## src/design/rspb_pkg.sv

```systemverilog
package rspb_pkg;

	localparam int COORD_W    = 12;
	localparam int CHAN_W     = 8;
	localparam int Q16_W      = 16;
	localparam int MASK_W     = 17;
	localparam int VAL_W      = 28;
	localparam int ROOT_W     = 17;
	localparam int RAD_W      = 2 * ROOT_W;
	localparam int CFG_DATA_W = 56;
	localparam int CFG_IDX_W  = 3;
	localparam int CNT_W      = 3;

	localparam int DEF_MAX_SPOTS  = 4;
	localparam int DEF_COORD_BITS = 12;

	// Mask lane depth: deltas, squares, sum, one stage per root bit, classify,
	// one stage per quotient bit, final select.
	localparam int MASK_LAT = 3 + ROOT_W + 1 + Q16_W + 1;

	localparam logic [Q16_W-1:0]  DARKNESS_RESET   = 16'd19661;
	localparam logic [Q16_W-1:0]  SEVEN_TENTHS_Q16 = 16'd45875;
	localparam logic [MASK_W-1:0] ONE_Q16          = 17'h10000;
	localparam logic [MASK_W-1:0] HALF_Q16         = 17'h08000;

	typedef enum logic [CFG_IDX_W-1:0] {
		REG_SPOT_COUNT = 3'd0,
		REG_DARKNESS   = 3'd1,
		REG_SPOT_ZERO  = 3'd2,
		REG_SPOT_ONE   = 3'd3,
		REG_SPOT_TWO   = 3'd4,
		REG_SPOT_THREE = 3'd5
	} reg_idx_t;

	typedef struct packed {
		logic [COORD_W-1:0] cx;
		logic [COORD_W-1:0] cy;
		logic [Q16_W-1:0]   rad;
		logic [Q16_W-1:0]   inten;
		logic [Q16_W-1:0]   inner;
		logic [Q16_W-1:0]   den;
	} spot_t;

	typedef logic [2:0][CHAN_W-1:0] rgb_t;
	typedef logic [2:0][VAL_W-1:0]  val_t;

endpackage

```

## src/design/rspb_cfg.sv

```systemverilog
module rspb_cfg #(
	parameter int MAX_SPOTS = rspb_pkg::DEF_MAX_SPOTS
) (
	input  logic                              clk,
	input  logic                              arst_n,
	input  logic                              we,
	input  logic [rspb_pkg::CFG_IDX_W-1:0]    idx,
	input  logic [rspb_pkg::CFG_DATA_W-1:0]   data,
	output logic [rspb_pkg::CNT_W-1:0]        spot_count,
	output logic [rspb_pkg::Q16_W-1:0]        darkness,
	output rspb_pkg::spot_t [MAX_SPOTS-1:0]   spots
);

	logic [rspb_pkg::CNT_W-1:0] count_q;
	logic [rspb_pkg::Q16_W-1:0] dark_q;

	always_ff @(posedge clk or negedge arst_n) begin
		if (!arst_n) begin
			count_q <= '0;
			dark_q  <= rspb_pkg::DARKNESS_RESET;
		end else if (we) begin
			case (rspb_pkg::reg_idx_t'(idx))
				rspb_pkg::REG_SPOT_COUNT: count_q <= data[rspb_pkg::CNT_W-1:0];
				rspb_pkg::REG_DARKNESS:   dark_q  <= data[rspb_pkg::Q16_W-1:0];
				default: ;
			endcase
		end
	end

	assign spot_count = count_q;
	assign darkness   = dark_q;

	for (genvar k = 0; k < MAX_SPOTS; k++) begin : g_spot
		logic [rspb_pkg::COORD_W-1:0] cx_q, cy_q;
		logic [rspb_pkg::Q16_W-1:0]   rad_q, inten_q, inner_q, den_q;
		logic [32:0]                  inner_prod;
		logic                         hit;

		assign hit = we && (idx == rspb_pkg::CFG_IDX_W'(int'(rspb_pkg::REG_SPOT_ZERO) + k));
		assign inner_prod = 33'(rad_q) * 33'(rspb_pkg::SEVEN_TENTHS_Q16)
			+ 33'(rspb_pkg::HALF_Q16);

		always_ff @(posedge clk or negedge arst_n) begin
			if (!arst_n) begin
				cx_q    <= '0;
				cy_q    <= '0;
				rad_q   <= '0;
				inten_q <= '0;
				inner_q <= '0;
				den_q   <= '0;
			end else begin
				if (hit) begin
					cx_q    <= data[11:0];
					cy_q    <= data[23:12];
					rad_q   <= data[39:24];
					inten_q <= data[55:40];
				end
				// The derived radii follow a write: inner_q is registered from rad_q, and den_q from rad_q and inner_q.
				inner_q <= inner_prod[31:16];
				den_q   <= rad_q - inner_q;
			end
		end

		assign spots[k] = '{cx: cx_q, cy: cy_q, rad: rad_q, inten: inten_q,
			inner: inner_q, den: den_q};
	end

endmodule

```

## config.mk

```make
export PLATFORM = sky130hd
export DESIGN_NAME = rspb_cfg
export DESIGN_NICKNAME = d
export VERILOG_FILES = /design/src/design/rspb_pkg.sv /design/src/design/rspb_cfg.sv
export SDC_FILE = /design/constraint.sdc
export NUM_CORES = 2
export LEC_CHECK = 0
export BUFFER_PORTS_ARGS = -buffer_cell sky130_fd_sc_hd__buf_2
export CAP_MARGIN = 0
export CELL_PAD_IN_SITES_DETAIL_PLACEMENT = 0
export CELL_PAD_IN_SITES_GLOBAL_PLACEMENT = 1
export CORE_MARGIN = 4
export CORE_UTILIZATION = 48
export CTS_CLUSTER_SIZE = 8
export DETAILED_ROUTE_END_ITERATION = 12
export PLACE_DENSITY_LB_ADDON = 0.1
export SETUP_SLACK_MARGIN = 0.15
export SLEW_MARGIN = 30
export SYNTH_ARGS = -nofsm -noshare
export SYNTH_HDL_FRONTEND = slang
export SYNTH_SLANG_ARGS = --single-unit
```

## constraint.sdc

```tcl
create_clock -name clk -period 7.2 [get_ports clk]
set_clock_uncertainty 0.15 [all_clocks]
set_input_delay 0.36 -clock clk [delete_from_list [all_inputs] [get_ports clk]]
set_output_delay 0.36 -clock clk [all_outputs]
set_load 0.005 [all_outputs]
```

==> flow_metrics.tcl <==
set metrics [dict create \
    fin_setup_tns_ps 0 \
    final_cells 4504 \
    die_w_um 273 \
    start_kind "register" \
    drtAntennaViolNets 0 \
    drv_cap 0 \
    via_count 22700 \
    fill_cells 6120 \
    ys_ff_latch 371 \
    cp.arrival_ps 6590 \
    grt_pass1_vias 25100 \
    synth_nets 4046 \
    finalNetCount 4561 \
    fin_crit_ps 6220 \
    vias_per_cell 5.04 \
    clockBufferDepth 3 \
    utilization_pct 56.7 \
    place_inst 4361 \
    core_area_um2 68900 \
    antenna_found_initial 1 \
    cp-end-kind "register" \
    fp.dieArea_um2 74300 \
    cts_root_buf "clkbuf_16" \
    clock_latency_ps 600 \
    r2r_start "g_spot[2].rad_q[8]" \
    io_pins 433 \
    dp_hpwl_um 67400 \
    grtUsageTotal_pct 23.2 \
    period_share_pct 86.4 \
    synth_warnings 0 \
    h-tree-depth 2 \
    cts_resized 0 \
    synth_top_area_share_pct 27.0 \
    hp-start "data[54]" \
    synth_top_area_cell "dfrtp_1" \
    dr.first_iter.drc_count 889 \
    seq_area_frac_synth_pct 27.7 \
    slew_violations 0 \
    drt-pass1-iter-count 7 \
    cts_sinks 371 \
    async_reset_ff_share_pct 100 \
    cts_tree "done" \
    final_cell_mix "inv_1, ha_1, buf_2, dfrtp_1, fa_1" \
    worst-path-max-fanout 10 \
    rsz0062_at_grt "false" \
    setup.worst_path.start "g_spot[2].rad_q[8]" \
    cts.clk_slew.worst_paths_ps 50 \
    die-height_um 273 \
    final_common_cell "inv_1" \
    synth.avg_cell_area_um2 11.1 \
    syn_area_um2 33600 \
    syn2layout_area_growth_pct 16.4 \
    synth_cell_types 69 \
    layout-drive-gt1-share_pct 21.3 \
    place_congestion 0.881 \
    grt_max_degree 157 \
    hp-class "in2reg" \
    grt_pass1_wl_um 137000 \
    num_rows 96 \
    outcome "finished clean" \
    globalRouteOverflowTotal 0 \
    drc 0 \
    cts_buffers 54 \
    drt_wl_total_um 83800 \
    syn_inst 3026 \
    diodes 0 \
    setup_viol_count_final 0 \
    synth-edff-count 0 \
    initial_core_util_pct 48.7 \
    slew_headroom_pct 37.7 \
    max_freq_mhz 161 \
    synth.area.top_cells "dfrtp_1, ha_1, fa_1" \
    tightest_slew_ps 934 \
    wire_per_inst_um 18.6 \
    hold_ws_ps 39.5 \
    finalHoldViolCount 0 \
    ys.flop_type "dfrtp_1" \
    cp.required_ps 7570 \
    crit_type "reg2reg" \
    port_buffers 432 \
]
## cell type report
cell class	count	area, µm²	area share (%)
multi-input cells	1904	21500	55.0
well taps	931	1160	2.98
clock buffers	83	1510	3.86
inverters	713	2680	6.84
repair buffers	497	2870	7.35
flip-flops and latches	371	9290	23.8
clock inverters	5	90.1	0.230
## critical path, stage by stage (launching register included)
cell and delay, ps:
dfrtp_1 750, ha_1 390, xor2_1 170, ha_1 190
a21o_1 180, fa_1 540, inv_1 60, fa_1 530
inv_1 50, fa_1 470, inv_1 50, fa_1 470
inv_1 40, ha_1 280, a2111oi_0 410, o21ai_0 170
o2111ai_1 290, nand2_1 140, a31o_2 280, a21o_1 190
a21oi_1 170, xnor2_1 160
## sequential cells by signal, summed over array words and instances (netlist names)
signal	flops
darkness	16
g_spot.cx_q	48
g_spot.cy_q	48
g_spot.den_q	64
g_spot.inner_q	64
g_spot.inten_q	64
g_spot.rad_q	64
spot_count	3
## routing by layer
metal | GRT usage [%] | routed length (µm) | share of wire [%]
met2 | 39.2 | 39900 | 48
met1 | 30.3 | 36400 | 43
met5 | 0 | 0 | 0
met4 | 5.49 | 2030 | 2.4
met3 | 5.76 | 5380 | 6.4
## synth_stat cells, types with 3 or more instances
master,number
inv_1,713
ha_1,640
dfrtp_1,363
fa_1,318
mux2_2,225
xnor2_1,87
a21oi_1,83
nand2_1,78
nor2_1,59
a21o_1,58
o21ai_0,56
xor2_1,41
nand3_1,38
clkbuf_1,32
nor2b_1,22
nor3_1,21
o21bai_1,16
and3_1,12
a31oi_1,11
nand4_1,11
o21a_1,11
a21boi_0,10
a211oi_1,8
dfstp_2,8
o31ai_1,8
or2_2,8
and2_1,7
o2111ai_1,7
or3_1,5
buf_4,4
o21ai_1,4
nand3b_1,3
nor3b_1,3
o31a_1,3
## through the flow
stage                     cell area, µm²  worst slack (ps)
final                              39100               982
after global routing               39100               642
after CTS                          39100               989
after detailed placement           36900              1020
after global placement             36900              1200
after floorplan                    33600              1620
## worst paths after layout
check                                         to  slack [ps]  cells after the start
setup / recovery            g_spot[2].inner_q[4]         980                     21
hold / removal             g_spot[1].inten_q[14]          40                      2
setup reg to reg            g_spot[2].inner_q[4]         980                     21
hold reg to reg                g_spot[2].cx_q[9]         350                      1
max in group asynchronous  g_spot[2].inten_q[10]        5450                      4
min in group asynchronous    g_spot[1].den_q[14]         160                      2
## kinds of logic after synthesis
group                    Yosys count  share of synthesized area [%]
buffers and inverters            751                           8.43
flip-flops                       371                           27.7
adder cells (fa/ha/maj)          958                           42.8
AO/OA/AOI/OAI                    315                           6.25
AND/OR/NAND/NOR                  277                           3.98
multiplexers                     226                           7.57
XOR/XNOR                         128                           3.34
## what timing repair did
item,in CTS,in global routing
buffers inserted,0,0
hold buffers,54,0
endpoints found under the hold margin,274,0
Power is left out: the tool's default activity adds up to more than one toggle a clock period on the data nets, which glitch-free logic cannot reach.
