## config.mk

```make
export PLATFORM = sky130hd
export DESIGN_NAME = rspb_mask
export DESIGN_NICKNAME = d
export VERILOG_FILES = /design/src/design/rspb_pkg.sv /design/src/design/rspb_mask.sv
export SDC_FILE = /design/constraint.sdc
export NUM_CORES = 2
export LEC_CHECK = 0
export BUFFER_PORTS_ARGS = -buffer_cell sky130_fd_sc_hd__buf_2
export CAP_MARGIN = 20
export CORE_UTILIZATION = 50
export CTS_CLUSTER_DIAMETER = 100
export DETAILED_ROUTE_END_ITERATION = 12
export PLACE_DENSITY = 0.74
export SLEW_MARGIN = 0
export SYNTH_ARGS = -nofsm -noshare
export SYNTH_HDL_FRONTEND = slang
export SYNTH_SLANG_ARGS = --single-unit
```

## constraint.sdc

```tcl
create_clock -name clk -period 8.8 [get_ports clk]
set_input_delay 1.76 -clock clk [delete_from_list [all_inputs] [get_ports clk]]
set_output_delay 1.76 -clock clk [all_outputs]
set_load 0.005 [all_outputs]
```

## src/design/rspb_pkg.sv

```systemverilog
package rspb_pkg;

	localparam int COORD_W    = 12;
	localparam int CHAN_W     = 8;
	localparam int Q16_W      = 16;
	localparam int MASK_W     = 17;
	localparam int VAL_W      = 28;
	localparam int ROOT_W     = 17;
	localparam int RAD_W      = 2 * ROOT_W;
	localparam int CFG_DATA_W = 56;
	localparam int CFG_IDX_W  = 3;
	localparam int CNT_W      = 3;

	localparam int DEF_MAX_SPOTS  = 4;
	localparam int DEF_COORD_BITS = 12;

	// Mask lane depth: deltas, squares, sum, one stage per root bit, classify,
	// one stage per quotient bit, final select.
	localparam int MASK_LAT = 3 + ROOT_W + 1 + Q16_W + 1;

	localparam logic [Q16_W-1:0]  DARKNESS_RESET   = 16'd19661;
	localparam logic [Q16_W-1:0]  SEVEN_TENTHS_Q16 = 16'd45875;
	localparam logic [MASK_W-1:0] ONE_Q16          = 17'h10000;
	localparam logic [MASK_W-1:0] HALF_Q16         = 17'h08000;

	typedef enum logic [CFG_IDX_W-1:0] {
		REG_SPOT_COUNT = 3'd0,
		REG_DARKNESS   = 3'd1,
		REG_SPOT_ZERO  = 3'd2,
		REG_SPOT_ONE   = 3'd3,
		REG_SPOT_TWO   = 3'd4,
		REG_SPOT_THREE = 3'd5
	} reg_idx_t;

	typedef struct packed {
		logic [COORD_W-1:0] cx;
		logic [COORD_W-1:0] cy;
		logic [Q16_W-1:0]   rad;
		logic [Q16_W-1:0]   inten;
		logic [Q16_W-1:0]   inner;
		logic [Q16_W-1:0]   den;
	} spot_t;

	typedef logic [2:0][CHAN_W-1:0] rgb_t;
	typedef logic [2:0][VAL_W-1:0]  val_t;

endpackage

```

## src/design/rspb_mask.sv

```systemverilog
module rspb_mask #(
	parameter int COORD_BITS = rspb_pkg::DEF_COORD_BITS
) (
	input  logic                            clk,
	input  logic                            en,
	input  logic [rspb_pkg::COORD_W-1:0]    px,
	input  logic [rspb_pkg::COORD_W-1:0]    py,
	input  rspb_pkg::spot_t                 spot,
	output logic [rspb_pkg::MASK_W-1:0]     mask
);

	localparam int CW   = rspb_pkg::COORD_W;
	localparam int RW   = rspb_pkg::ROOT_W;
	localparam int NW   = rspb_pkg::RAD_W;
	localparam int QW   = rspb_pkg::Q16_W;
	localparam logic [CW-1:0] CMASK =
		(COORD_BITS >= CW) ? {CW{1'b1}} : CW'((1 << COORD_BITS) - 1);

	logic [CW-1:0]   pxm, pym, cxm, cym, dx, dy;
	logic [CW-1:0]   dx_s1, dy_s1;
	logic [2*CW-1:0] sqx_s2, sqy_s2;
	logic [2*CW:0]   d2;
	logic [NW-1:0]   sq_rem_s  [0:RW-1];
	logic [RW-1:0]   sq_root_s [1:RW];
	logic [QW-1:0]   dval;
	logic            in_core, outside;
	logic [QW-1:0]   dv_rem_s  [0:QW-1];
	logic [QW-1:0]   dv_q_s    [1:QW];
	logic            fl_in_s   [0:QW];
	logic            fl_mid_s  [0:QW];
	logic [rspb_pkg::MASK_W-1:0] mask_s;

	assign pxm = px & CMASK;
	assign pym = py & CMASK;
	assign cxm = spot.cx & CMASK;
	assign cym = spot.cy & CMASK;
	assign dx  = (pxm >= cxm) ? pxm - cxm : cxm - pxm;
	assign dy  = (pym >= cym) ? pym - cym : cym - pym;
	assign d2  = (2*CW+1)'(sqx_s2) + (2*CW+1)'(sqy_s2);

	always_ff @(posedge clk) begin
		if (en) begin
			dx_s1       <= dx;
			dy_s1       <= dy;
			sqx_s2      <= dx_s1 * dx_s1;
			sqy_s2      <= dy_s1 * dy_s1;
			sq_rem_s[0] <= NW'({d2, 8'd0});
		end
	end

	// Integer square root, one result bit per stage, most significant first.
	for (genvar j = 0; j < RW; j++) begin : g_sqrt
		localparam int B = RW - 1 - j;
		logic [RW-1:0] root_i;
		logic [NW:0]   trial;
		logic          ge;

		if (j == 0) begin : g_first
			assign root_i = '0;
		end else begin : g_rest
			assign root_i = sq_root_s[j];
		end

		assign trial = ((NW+1)'(root_i) << (B + 1)) | ((NW+1)'(1) << (2 * B));
		assign ge    = {1'b0, sq_rem_s[j]} >= trial;

		always_ff @(posedge clk) begin
			if (en) begin
				sq_root_s[j+1] <= ge ? (root_i | (RW'(1) << B)) : root_i;
			end
		end

		if (j < RW - 1) begin : g_rem
			always_ff @(posedge clk) begin
				if (en) begin
					sq_rem_s[j+1] <= ge ? NW'({1'b0, sq_rem_s[j]} - trial) : sq_rem_s[j];
				end
			end
		end
	end

	assign dval    = sq_root_s[RW][RW-1] ? {QW{1'b1}} : sq_root_s[RW][QW-1:0];
	assign in_core = dval <= spot.inner;
	assign outside = dval > spot.rad;

	always_ff @(posedge clk) begin
		if (en) begin
			fl_in_s[0]  <= in_core;
			fl_mid_s[0] <= !in_core && !outside;
			dv_rem_s[0] <= (!in_core && !outside) ? spot.rad - dval : '0;
		end
	end

	// Restoring division of (rad - d) << 16 by (rad - inner). The dividend
	// stays below the divisor, so every quotient bit fits in sixteen steps.
	for (genvar k = 0; k < QW; k++) begin : g_div
		logic [QW:0]   r2;
		logic          ge;
		logic [QW-1:0] q_i;

		if (k == 0) begin : g_first
			assign q_i = '0;
		end else begin : g_rest
			assign q_i = dv_q_s[k];
		end

		assign r2 = {dv_rem_s[k], 1'b0};
		assign ge = r2 >= {1'b0, spot.den};

		always_ff @(posedge clk) begin
			if (en) begin
				dv_q_s[k+1]   <= {q_i[QW-2:0], ge};
				fl_in_s[k+1]  <= fl_in_s[k];
				fl_mid_s[k+1] <= fl_mid_s[k];
			end
		end

		if (k < QW - 1) begin : g_rem
			always_ff @(posedge clk) begin
				if (en) begin
					dv_rem_s[k+1] <= ge ? QW'(r2 - {1'b0, spot.den}) : r2[QW-1:0];
				end
			end
		end
	end

	always_ff @(posedge clk) begin
		if (en) begin
			mask_s <= fl_in_s[QW] ? rspb_pkg::ONE_Q16 :
				fl_mid_s[QW] ? {1'b0, dv_q_s[QW]} : '0;
		end
	end

	assign mask = mask_s;

endmodule

```

==> impl_metrics.csv <==
group,metric,value,unit
run_status,status,"finished clean",
clock_tree,h-tree-depth,3,
final_layout,fillers,11410,
hold_path,hp-class,"flop to flop",
clock_tree,cts_made_buffers,118,
final_layout,seq_area,33510,sq um
placement,place_inst,8117,
worst_setup_path,crit_path_start_kind,"flop",
logic_synthesis,synth.distinct_cells,91,
final_layout,nets,7308,
worst_setup_path,r2r_cells,18,
worst_setup_path,crit_arrival,6.54,ns
sta,fin_hold_ws,0.4015,ns
logic_synthesis,synth_edf_count,1116,
sta,drv_slew,0,
sta,setup_ws,2.696,ns
routing,first_iter_violations,2684,
logic_synthesis,netlist_area,70000,sq um
worst_setup_path,cp-end-kind,"flop",
placement,port_buffers,114,
sta,relSlewSlack,0.2451,
sta,clock_skew,0.09008,ns
worst_setup_path,path_cells,"and2_1, fa_1, inv_1, fa_1, inv_1, fa_1, fa_1, inv_1, fa_1, inv_1, ha_1, and3_1, a2111oi_0, nor3_1, a311o_1, a221o_1, a21oi_1, xor2_1",
die,dieArea,141500,sq um
die,die_h,376.2,microns
clock_tree,cts_resized,0,
worst_setup_path,critPathSlowestCell,"edfxtp_1",
sta,finalCritPeriodShare,0.6936,
sta,rsz0062_at_grt,"false",
final_layout,syn2layout_area_growth,9.925,%
die,dieWidth,376.2,microns
routing,dr_total_vias,45820,
clock_tree,clock_latency,0.77,ns
routing,routed_via_density,5.496,
power_and_ir_drop,irDropWorstVdd,0.6887,mV
final_layout,multi_input_area,33620,sq um
final_layout,final_layout_size_suffix_gt1_frac,0.08588,
logic_synthesis,async_reset_ff_frac,0,
logic_synthesis,syn_area_per_cell,11.29,sq um
global_route,grt_pass1_vias,46110,
global_route,grt_max_degree,212,
logic_synthesis,ys.warnings.count,0,
placement,pre_cts_slack,2.531,ns
die,start_util,0.5066,
worst_setup_path,critPathKind,"flop to flop",
global_route,antenna_found_initial,1,
sta,final_hold_viol_count,0,
sta,worst_pin_slew,1.131,ns
worst_setup_path,crit_cells,18,
hold_path,hold_depth,0,
routing,drt_wl_total,133.8,mm
clock_tree,cts.sinks,1116,
sta,setup_tns,0,ns
worst_setup_path,path_buf_inv,4,
logic_synthesis,syn_inst,6203,
sta,setup_violations,0,
power_and_ir_drop,p_leak,31.78,nW
die,num_rows,136,
logic_synthesis,synth_ff_type,"edfxtp_1",
sta,max_freq,163.8,MHz
sta,fin_crit,6.104,ns
logic_synthesis,seq_area_frac_synth,0.4787,
clock_tree,clockBufferDepth,3,
placement,routabilityCongestion,0.8761,
power_and_ir_drop,powerDensity,382.1,nW/um^2
final_layout,stdcell_count,8338,
worst_setup_path,required,9.23,ns
clock_tree,clkTransAtPathRegs,0.06,ns
die,core_area,138200,sq um
worst_setup_path,cp_common_cell,"fa_1",
worst_setup_path,crit_fanout,13,
clock_tree,tritoncts,"done",
routing,wl_per_cell,16.05,microns
worst_setup_path,max_stage_delay,0.59,ns
clock_tree,post_cts_buffers,0,
placement,hpwl,97.14,mm
job,drv_cap,0,
clock_tree,clk_root_buffer_cell,"clkbuf_16",
global_route,grt_first_pass_wirelength,219.6,mm
global_route,grt_usage,0.1882,
routing,drt_first_pass_iters,6,
clock_tree,postCtsHoldBufs,0,
logic_synthesis,synth.ff_latch_count,1116,
global_route,grt_overflow,0,
routing,drc,0,
routing,ant_nets,0,
die,pin_count,131,
worst_setup_path,cp_top_family,"adder cells",
path summary, 6_finish.rpt:
kind | startpoint | to | slack, ns
min reg2reg | dv_q_s[11][2]$_DFFE_PP_ | dv_q_s[12][3]$_DFFE_PP_ | 0.40
max | dx_s1[0]$_DFFE_PP_ | sqx_s2[23]$_DFFE_PP_ | 2.70
max reg2reg | dx_s1[0]$_DFFE_PP_ | sqx_s2[23]$_DFFE_PP_ | 2.70
min | dv_q_s[11][2]$_DFFE_PP_ | dv_q_s[12][3]$_DFFE_PP_ | 0.40
placed cells by master, fill, tap and decap left out, types with 152 or more instances in the layout:
| cell type | n |
|---|---|
| edfxtp_1 | 1116 |
| inv_1 | 659 |
| ha_1 | 632 |
| nand2_1 | 385 |
| nor2_1 | 369 |
| o21ai_0 | 354 |
| a21oi_1 | 325 |
| xnor2_1 | 266 |
| xor2_1 | 202 |
| fa_1 | 187 |
| a21o_1 | 152 |
cells in the mapped netlist, drive strengths merged (92+ instances only):
master,count,share of area
and2,136,0.012
mux2,127,0.021
a21oi,331,0.024
nand2,385,0.021
ha,632,0.11
inv,662,0.035
nor2b,92,0.0082
xnor2,267,0.034
nor3,134,0.0097
fa,187,0.053
nor2,370,0.020
edfxtp,1116,0.48
o21ai,369,0.027
a21o,152,0.016
xor2,202,0.025
report_power, final:
group | internal, mW | switching [mW]
clock | 2.98 | 2.12
combinational | 6.94 | 8.35
sequential | 8.21 | 0.806
final cells by class:
type,instances,share of cell area
tap,1863,0.03029
timing repair buffer,156,0.01245
inverter,662,0.03229
clock inverter,85,0.01343
clock buffer,134,0.03915
antenna,1,0.00003252
multi-input combinational,4321,0.4369
sequential,1116,0.4355
logic make-up (layout without fill, tap and decap cells):
group / Yosys count / in the layout / share of synthesized area
flip-flops: 1116 / 1116 / 0.4787
buffers and inverters: 767 / 1037 / 0.04172
AND/OR/NAND/NOR: 1576 / 1576 / 0.1127
adder cells (fa/ha/maj): 819 / 819 / 0.1664
multiplexers: 149 / 149 / 0.02379
XOR/XNOR: 469 / 469 / 0.05878
other: 1 / 3 / 0.00005357
AO/OA/AOI/OAI: 1306 / 1306 / 0.1178
through the flow:
step / util / total power [mW] / area [sq um]
2_1_floorplan: - / 21.18 / 70010
3_3_place_gp: 0.5276 / 23.88 / 72900
5_1_grt: 0.5569 / 32.03 / 76950
3_5_place_dp: 0.5276 / 24.30 / 72900
6_report: 0.5569 / 29.40 / 76950
4_1_cts: 0.5569 / 29.59 / 76940
metal layers:
metal  vias to the layer above  routed length, microns  global-route usage
li1                      22720                       -                   -
met1                     21910                   55450              0.2184
met2                       914                   68360              0.3481
met3                       276                    5028             0.02615
met4                         0                    5009             0.07294
met5                         -                       0                   0
registers in the layout, summed over array words and instances (netlist names):
register	count
sqy_s2	23
dv_q_s	136
sq_root_s	153
dv_rem_s	256
fl_in_s	17
sqx_s2	23
mask	17
fl_mid_s	17
dx_s1	12
sq_rem_s	450
dy_s1	12
Power figures use the tool's default switching activity.
